==> src/sv/ray_box_slab_intersect_assert.svh <==
// Assertion macros used by the slab-test top module.
`ifndef RAY_BOX_SLAB_INTERSECT_ASSERT_SVH
`define RAY_BOX_SLAB_INTERSECT_ASSERT_SVH

// Same-cycle implication, disabled while reset is low.
`define RBSI_ASSERT_NOW(label, clk, rst_n, ante, cons) \
  label: assert property (@(posedge clk) disable iff (!(rst_n)) (ante) |-> (cons)) \
    else $error("rbsi assertion failed");

// Next-cycle implication, disabled while reset is low.
`define RBSI_ASSERT_NEXT(label, clk, rst_n, ante, cons) \
  label: assert property (@(posedge clk) disable iff (!(rst_n)) (ante) |=> (cons)) \
    else $error("rbsi assertion failed");

`endif

==> src/sv/rbsi_pkg.sv <==
package rbsi_pkg;

  localparam int unsigned FRAC_BITS_DEF = 16;
  localparam int unsigned THRESH_W      = 17;
  localparam logic [THRESH_W-1:0] THRESH_RESET = 17'd66;
  localparam int unsigned APB_ADDR_W    = 3;
  // Register index as decoded from paddr[2].
  localparam logic REG_THRESH = 1'b0;
  // Divider stages: magnitude stage, range stage, 32 quotient-bit stages, output.
  localparam int unsigned DIV_LAT = 35;
  localparam logic signed [31:0] T_MAX = 32'sh7FFF_FFFF;
  localparam logic signed [31:0] T_MIN = 32'sh8000_0000;

  typedef struct packed {
    logic signed [31:0] origin_x;
    logic signed [31:0] origin_y;
    logic signed [31:0] origin_z;
    logic signed [31:0] dir_x;
    logic signed [31:0] dir_y;
    logic signed [31:0] dir_z;
    logic signed [31:0] centre_x;
    logic signed [31:0] centre_y;
    logic signed [31:0] centre_z;
    logic [30:0]        half_x;
    logic [30:0]        half_y;
    logic [30:0]        half_z;
  } item_t;

  typedef struct packed {
    logic               hit;
    logic [30:0]        entry_t;
    logic signed [31:0] hit_x;
    logic signed [31:0] hit_y;
    logic signed [31:0] hit_z;
  } result_t;

  // What one axis lane reports to the merge stage.
  typedef struct packed {
    logic               par;
    logic               pmiss;
    logic signed [31:0] t_lo;
    logic signed [31:0] t_hi;
  } slab_t;

endpackage

==> src/sv/rbsi_merge.sv <==
module rbsi_merge (
  input  logic            clk_i,
  input  rbsi_pkg::slab_t slab_i [0:2],
  output logic            hit_o,
  output logic [30:0]     tmin_o
);
  import rbsi_pkg::*;

  logic signed [31:0] tmin, tmax;
  logic               miss;
  logic               hit_q;
  logic [30:0]        tmin_q;

  // Narrow [0, max] by every non-parallel axis.
  always_comb begin
    tmin = 32'sd0;
    tmax = T_MAX;
    miss = 1'b0;
    for (int i = 0; i < 3; i++) begin
      if (slab_i[i].par) begin
        if (slab_i[i].pmiss) begin
          miss = 1'b1;
        end
      end else begin
        if (slab_i[i].t_lo > tmin) begin
          tmin = slab_i[i].t_lo;
        end
        if (slab_i[i].t_hi < tmax) begin
          tmax = slab_i[i].t_hi;
        end
      end
    end
  end

  always_ff @(posedge clk_i) begin
    hit_q  <= !miss && !(tmin > tmax);
    tmin_q <= tmin[30:0];
  end

  assign hit_o  = hit_q;
  assign tmin_o = tmin_q;

endmodule

==> config.mk <==
export PLATFORM = sky130hd
export DESIGN_NAME = rbsi_merge
export DESIGN_NICKNAME = d
export VERILOG_FILES = /design/src/sv/ray_box_slab_intersect_assert.svh /design/src/sv/rbsi_pkg.sv /design/src/sv/rbsi_merge.sv
export SDC_FILE = /design/constraint.sdc
export NUM_CORES = 1
export LEC_CHECK = 0
export BUFFER_PORTS_ARGS = -buffer_cell sky130_fd_sc_hd__buf_2
export CORE_AREA = 8 8 130 132
export DETAILED_ROUTE_END_ITERATION = 12
export DIE_AREA = 0 0 138 140
export PLACE_DENSITY = 0.71
export SLEW_MARGIN = 20
export SYNTH_ARGS = -nofsm -noshare
export SYNTH_HDL_FRONTEND = slang
export SYNTH_SLANG_ARGS = --single-unit
==> constraint.sdc <==
create_clock -name clk_i -period 14.6 [get_ports clk_i]
set_input_delay 1.46 -clock clk_i [delete_from_list [all_inputs] [get_ports clk_i]]
set_output_delay 1.46 -clock clk_i [all_outputs]
set_load 0.01 [all_outputs]
* Word-level counts from Yosys, hierarchy flattened
Cells that the tools add are included.
Operators by class: order comparisons 7, muxes and demuxes 18, reduce and logical (&&, ||, !) cells 3
Operators with widths (number):
- $mux W32 | 12
- $gt A32 B32 Y1 | 3
- $lt A32 B32 Y1 | 2
- $gt A32 B1 Y1 const B | 1
- $lt A32 B32 Y1 const B | 1
- $mux W1 | 6
- $logic_not A1 Y1 | 2
- $logic_and A1 B1 Y1 | 1
Word-level totals: bits in registers 32, bits of input ports 199, output and inout port bits 32, word-level logic and storage cells 30

* Longest topological paths before layout
word-level depth 12, depth in mapped cells 38, depth with buffers taken out 34

* Worst setup path before layout
No wires, ideal clock.
path kind input to register, start input port slab_i[177] (netlist bit), end register hit_q, in the netlist hit_o, library setup time 0.116 ns, data arrival time 8.262 ns, required time 14.484 ns, setup slack 6.223 ns, stages on the path 36, cell sequence nor4_1 -> nand4_1 -> nor2_1 -> nor3_1 -> clkbuf_1 -> nand2_1 -> ha_1 -> a21o_1 -> a21oi_1 -> o21ai_1 -> a221oi_1 -> nor2_1 -> or4_1 -> clkbuf_1 -> buf_2 -> mux2i_1 -> ha_1 -> a211o_1 -> a211o_1 -> a21oi_1 -> o21ai_1 -> o221ai_1 -> o21ai_1 -> a21oi_1 -> clkbuf_1 -> mux2i_1 -> ha_1 -> and4_1 -> nand3_1 -> or3_1 -> nor4_1 -> o21a_1 -> o31ai_1 -> nand3_1 -> mux2i_1 -> nor2_1
Between the ends: longest elaborated chain between the ends 12
Ends and longest elaborated chain:
- start: declaration | RTL line rbsi_merge.sv:3 | input rbsi_pkg::slab_t slab_i [0:2],
- $gt A32 B1 Y1 | RTL line rbsi_merge.sv:25 | if (slab_i[i].t_lo > tmin) begin
- $mux W32 * | RTL line rbsi_merge.sv:25
- $mux W32 * | RTL line rbsi_merge.sv:20 | if (slab_i[i].par) begin
- $gt A32 B32 Y1 | RTL line rbsi_merge.sv:25
- $mux W32 | RTL line rbsi_merge.sv:25
- $mux W32 * | RTL line rbsi_merge.sv:20
- $gt A32 B32 Y1 | RTL line rbsi_merge.sv:25
- $mux W32 | RTL line rbsi_merge.sv:25
- $mux W32 * | RTL line rbsi_merge.sv:20
- via tmin[30] | RTL line rbsi_merge.sv:9 | logic signed [31:0] tmin, tmax;
- $gt A32 B32 Y1 * | RTL line rbsi_merge.sv:36 | hit_q <= !miss && !(tmin > tmax);
- $logic_not A1 Y1 * | RTL line rbsi_merge.sv:36
- $logic_and A1 B1 Y1 * | RTL line rbsi_merge.sv:36
- end signal: assignment | RTL line rbsi_merge.sv:36
- end: declaration | RTL line rbsi_merge.sv:11 | logic hit_q;
The timed path passes the listed nets; every way through them passes the cells marked *.

* Worst setup path in the final report
start input port slab_i[163] (netlist bit), end register hit_q, in the netlist hit_o
Between the ends: longest elaborated chain between the ends 12
Ends and longest elaborated chain:
- $lt A32 B32 Y1 | RTL line rbsi_merge.sv:28 | if (slab_i[i].t_hi < tmax) begin
- $mux W32 * | RTL line rbsi_merge.sv:28
- $mux W32 * | RTL line rbsi_merge.sv:20
- $lt A32 B32 Y1 | RTL line rbsi_merge.sv:28
- $mux W32 | RTL line rbsi_merge.sv:28
- $mux W32 * | RTL line rbsi_merge.sv:20
- $lt A32 B32 Y1 | RTL line rbsi_merge.sv:28
- $mux W32 | RTL line rbsi_merge.sv:28
- $mux W32 * | RTL line rbsi_merge.sv:20
- $gt A32 B32 Y1 * | RTL line rbsi_merge.sv:36
- $logic_not A1 Y1 * | RTL line rbsi_merge.sv:36
- $logic_and A1 B1 Y1 * | RTL line rbsi_merge.sv:36
Every way passes the cells marked *; elsewhere a longest branch is shown, timed or not.

==> qor.yml <==
grtUsageMet1_pct: 25.45
die_x_um: 138
synth_flop_cell: "dfxtp_1"
grt_overflow_total: 0
hold_class: "in2reg"
io_buffers: 230
relSlewSlack_pct: 40.49
synth.distinct_cells: 55
peakVddDrop_uv: 32.83
initial_core_util_pct: 43.32
utilization_pct: 53.27
ios: 231
cts.sinks: 32
met2_usage_pct: 34.76
layoutNonFillerInstCount: 1222
fmax_ghz: 0.1023
crit_arrival_ps: 9940
drc_errors: 0
async_reset_ff_share_pct: 0
crit_buf_inv: 3
crit_fanout: 49
globalplace.congestion: 0.9206
crit_required_ps: 14760
fin_crit_sh_pct: 66.95
vias: 6393
finalSetupTns_ps: 0
worstSetupEndpointType: "flip-flop"
antenna_found_initial: 0
htreeDepth: 2
path_class: "in2reg"
drtIter0Drc: 236
max_cap_viol_count: 0
synth_edf_count: 0
fin_crit_ps: 9775
hold_viol_final: 0
cp_slowest_stage_delay_ps: 790
syn-num-nets: 1172
grt_setup_unrepaired: "false"
routedWlPerCell_um: 16.31
nets: 1391
dp_hpwl_um: 18280
cts_root_buf: "clkbuf_16"
syn-instance-count: 815
grt-busiest-layer: "met2"
grtUsageMet3_pct: 4.158
dp_cells: 1215
worstMarginPinSlew_ps: 892.7
yosys_warnings: 0
cts_hold_buf: 0
post_cts_buffers: 0
p_leak_nw: 4.675
setup-violations-final: 0
ant_nets: 0
areaGrowthSynthToFinish_pct: 22.96
grt_max_degree: 50
fp.dieArea_sq_mm: 0.01932
cpMaxStageDelayCell: "a21o_1"
synth_seq_cells: 32
wirelength_um: 19940
grt_pass1_vias: 6711
synth_area_per_cell_sq_um: 7.902
diodes: 0
drive_above_1_share_pct: 27.27
drt_first_pass_iters: 4
cpLargestDelayFamily: "simple AND/OR/NAND/NOR gates"
ctsResizeCount: 0
synth_area_sq_mm: 0.006440
grt_pass1_wl_um: 32600
cts_made_buffers: 5
row_count: 45
die_y_um: 140
grt_use_total_pct: 20.18
cts_tree: "yes"
coreArea_sq_mm: 0.01486
seq_area_frac_synth_pct: 9.948
status: "finished, final reports clean"
cts.path.max_buffers: 2
viasPerCell: 5.232
clkTransAtPathRegs_ps: 50
power_density_mw_per_mm2: 65.35
worst_setup_path_start_kind: "input pin"
final_max_slew_viol_count: 0
==> sequential cells by signal, indices dropped and copies added, names as in the netlist <==
register  count
tmin_o       31
hit_o         1
==> path summary, 6_finish.rpt <==
kind | start | to | slack, ps | depth (start not counted)
worst min-delay path | slab_i[32] | tmin_o[0] | 1450 | 2
worst max-delay path | slab_i[163] | hit_o | 4830 | 33
==> cell families after synthesis <==
logic type	synth area share (%)
DFF	9.947
AOI/OAI and AO/OA	16.28
buffers and inverters	7.422
and+or+nand+nor	17.76
adders and majority gates	30.70
other	0.05823
muxes	17.84
==> where the power goes <==
group | internal, mW | leakage, nW | switching (mW)
Clock | 0.0715 | 0.0760 | 0.0364
Combinational | 0.143 | 4.33 | 0.161
Sequential | 0.101 | 0.269 | 0.00441
Total | 0.315 | 4.67 | 0.202
==> cells in the final DEF (no fill, tap or decap), drive strengths merged, types with 8 or more instances in the layout <==
cell and count:
o21a 8, ha 158, mux2 34, a21o 31, buf 235, nor4 14
dfxtp 32, mux2i 64, nor3 9, nand3 11, nor2b 9, o21ai 59
nand4 31, a21oi 42, nand2 88, inv 97, nor2 55
==> layout make-up <==
cell class / instances / area [sq um]
fillers: 1479 / 6945
multi-input cells: 663 / 5338
repair buffers: 235 / 1189
flip-flops and latches: 32 / 640.6
inverters: 97 / 364.1
well taps: 188 / 235.2
clock buffers: 7 / 152.6
==> layer usage <==
metal  wire length (um)  vias up
met5                  0        -
met4                140        0
met3               1230        7
met2               9261      181
met1               9303     2820
li1                   -     3385
==> metrics by stage <==
stage,total power [mW],hold WS [ps],cell area [sq um],setup slack (ps)
global placement,0.4083,1728,7766,4535
floorplan,0.3134,1606,6440,6223
finish,0.5175,1455,7919,4825
CTS,0.5231,1445,7919,4741
detailed placement,0.4134,1724,7766,4471
global route,0.5664,1463,7919,4275
==> cell usage after synthesis (all sizes together), types with 2 or more instances <==
cell type	n	area (sq um)
mux2	34	495.5
nand4	31	200.2
mux2i	64	653.1
nand2b	3	18.77
nand3	11	55.05
and4	4	35.03
nor4b	2	17.52
nor2b	9	56.30
a221oi	2	17.52
o31ai	3	22.52
and2	3	18.77
nand3b	2	15.01
o211a	2	20.02
nand2	88	330.3
dfxtp	32	640.6
nor3	9	45.04
inv	97	364.1
ha	158	1977
nor2	55	206.5
clkbuf	15	56.30
o21a	8	60.06
a31oi	2	27.53
a211o	5	43.79
o21bai	2	15.01
o21ai	59	295.3
nor4	14	93.84
a21oi	42	210.2
a21o	31	232.7
buf	8	57.55
a211oi	5	42.54
(Power assumes the default switching activity.)
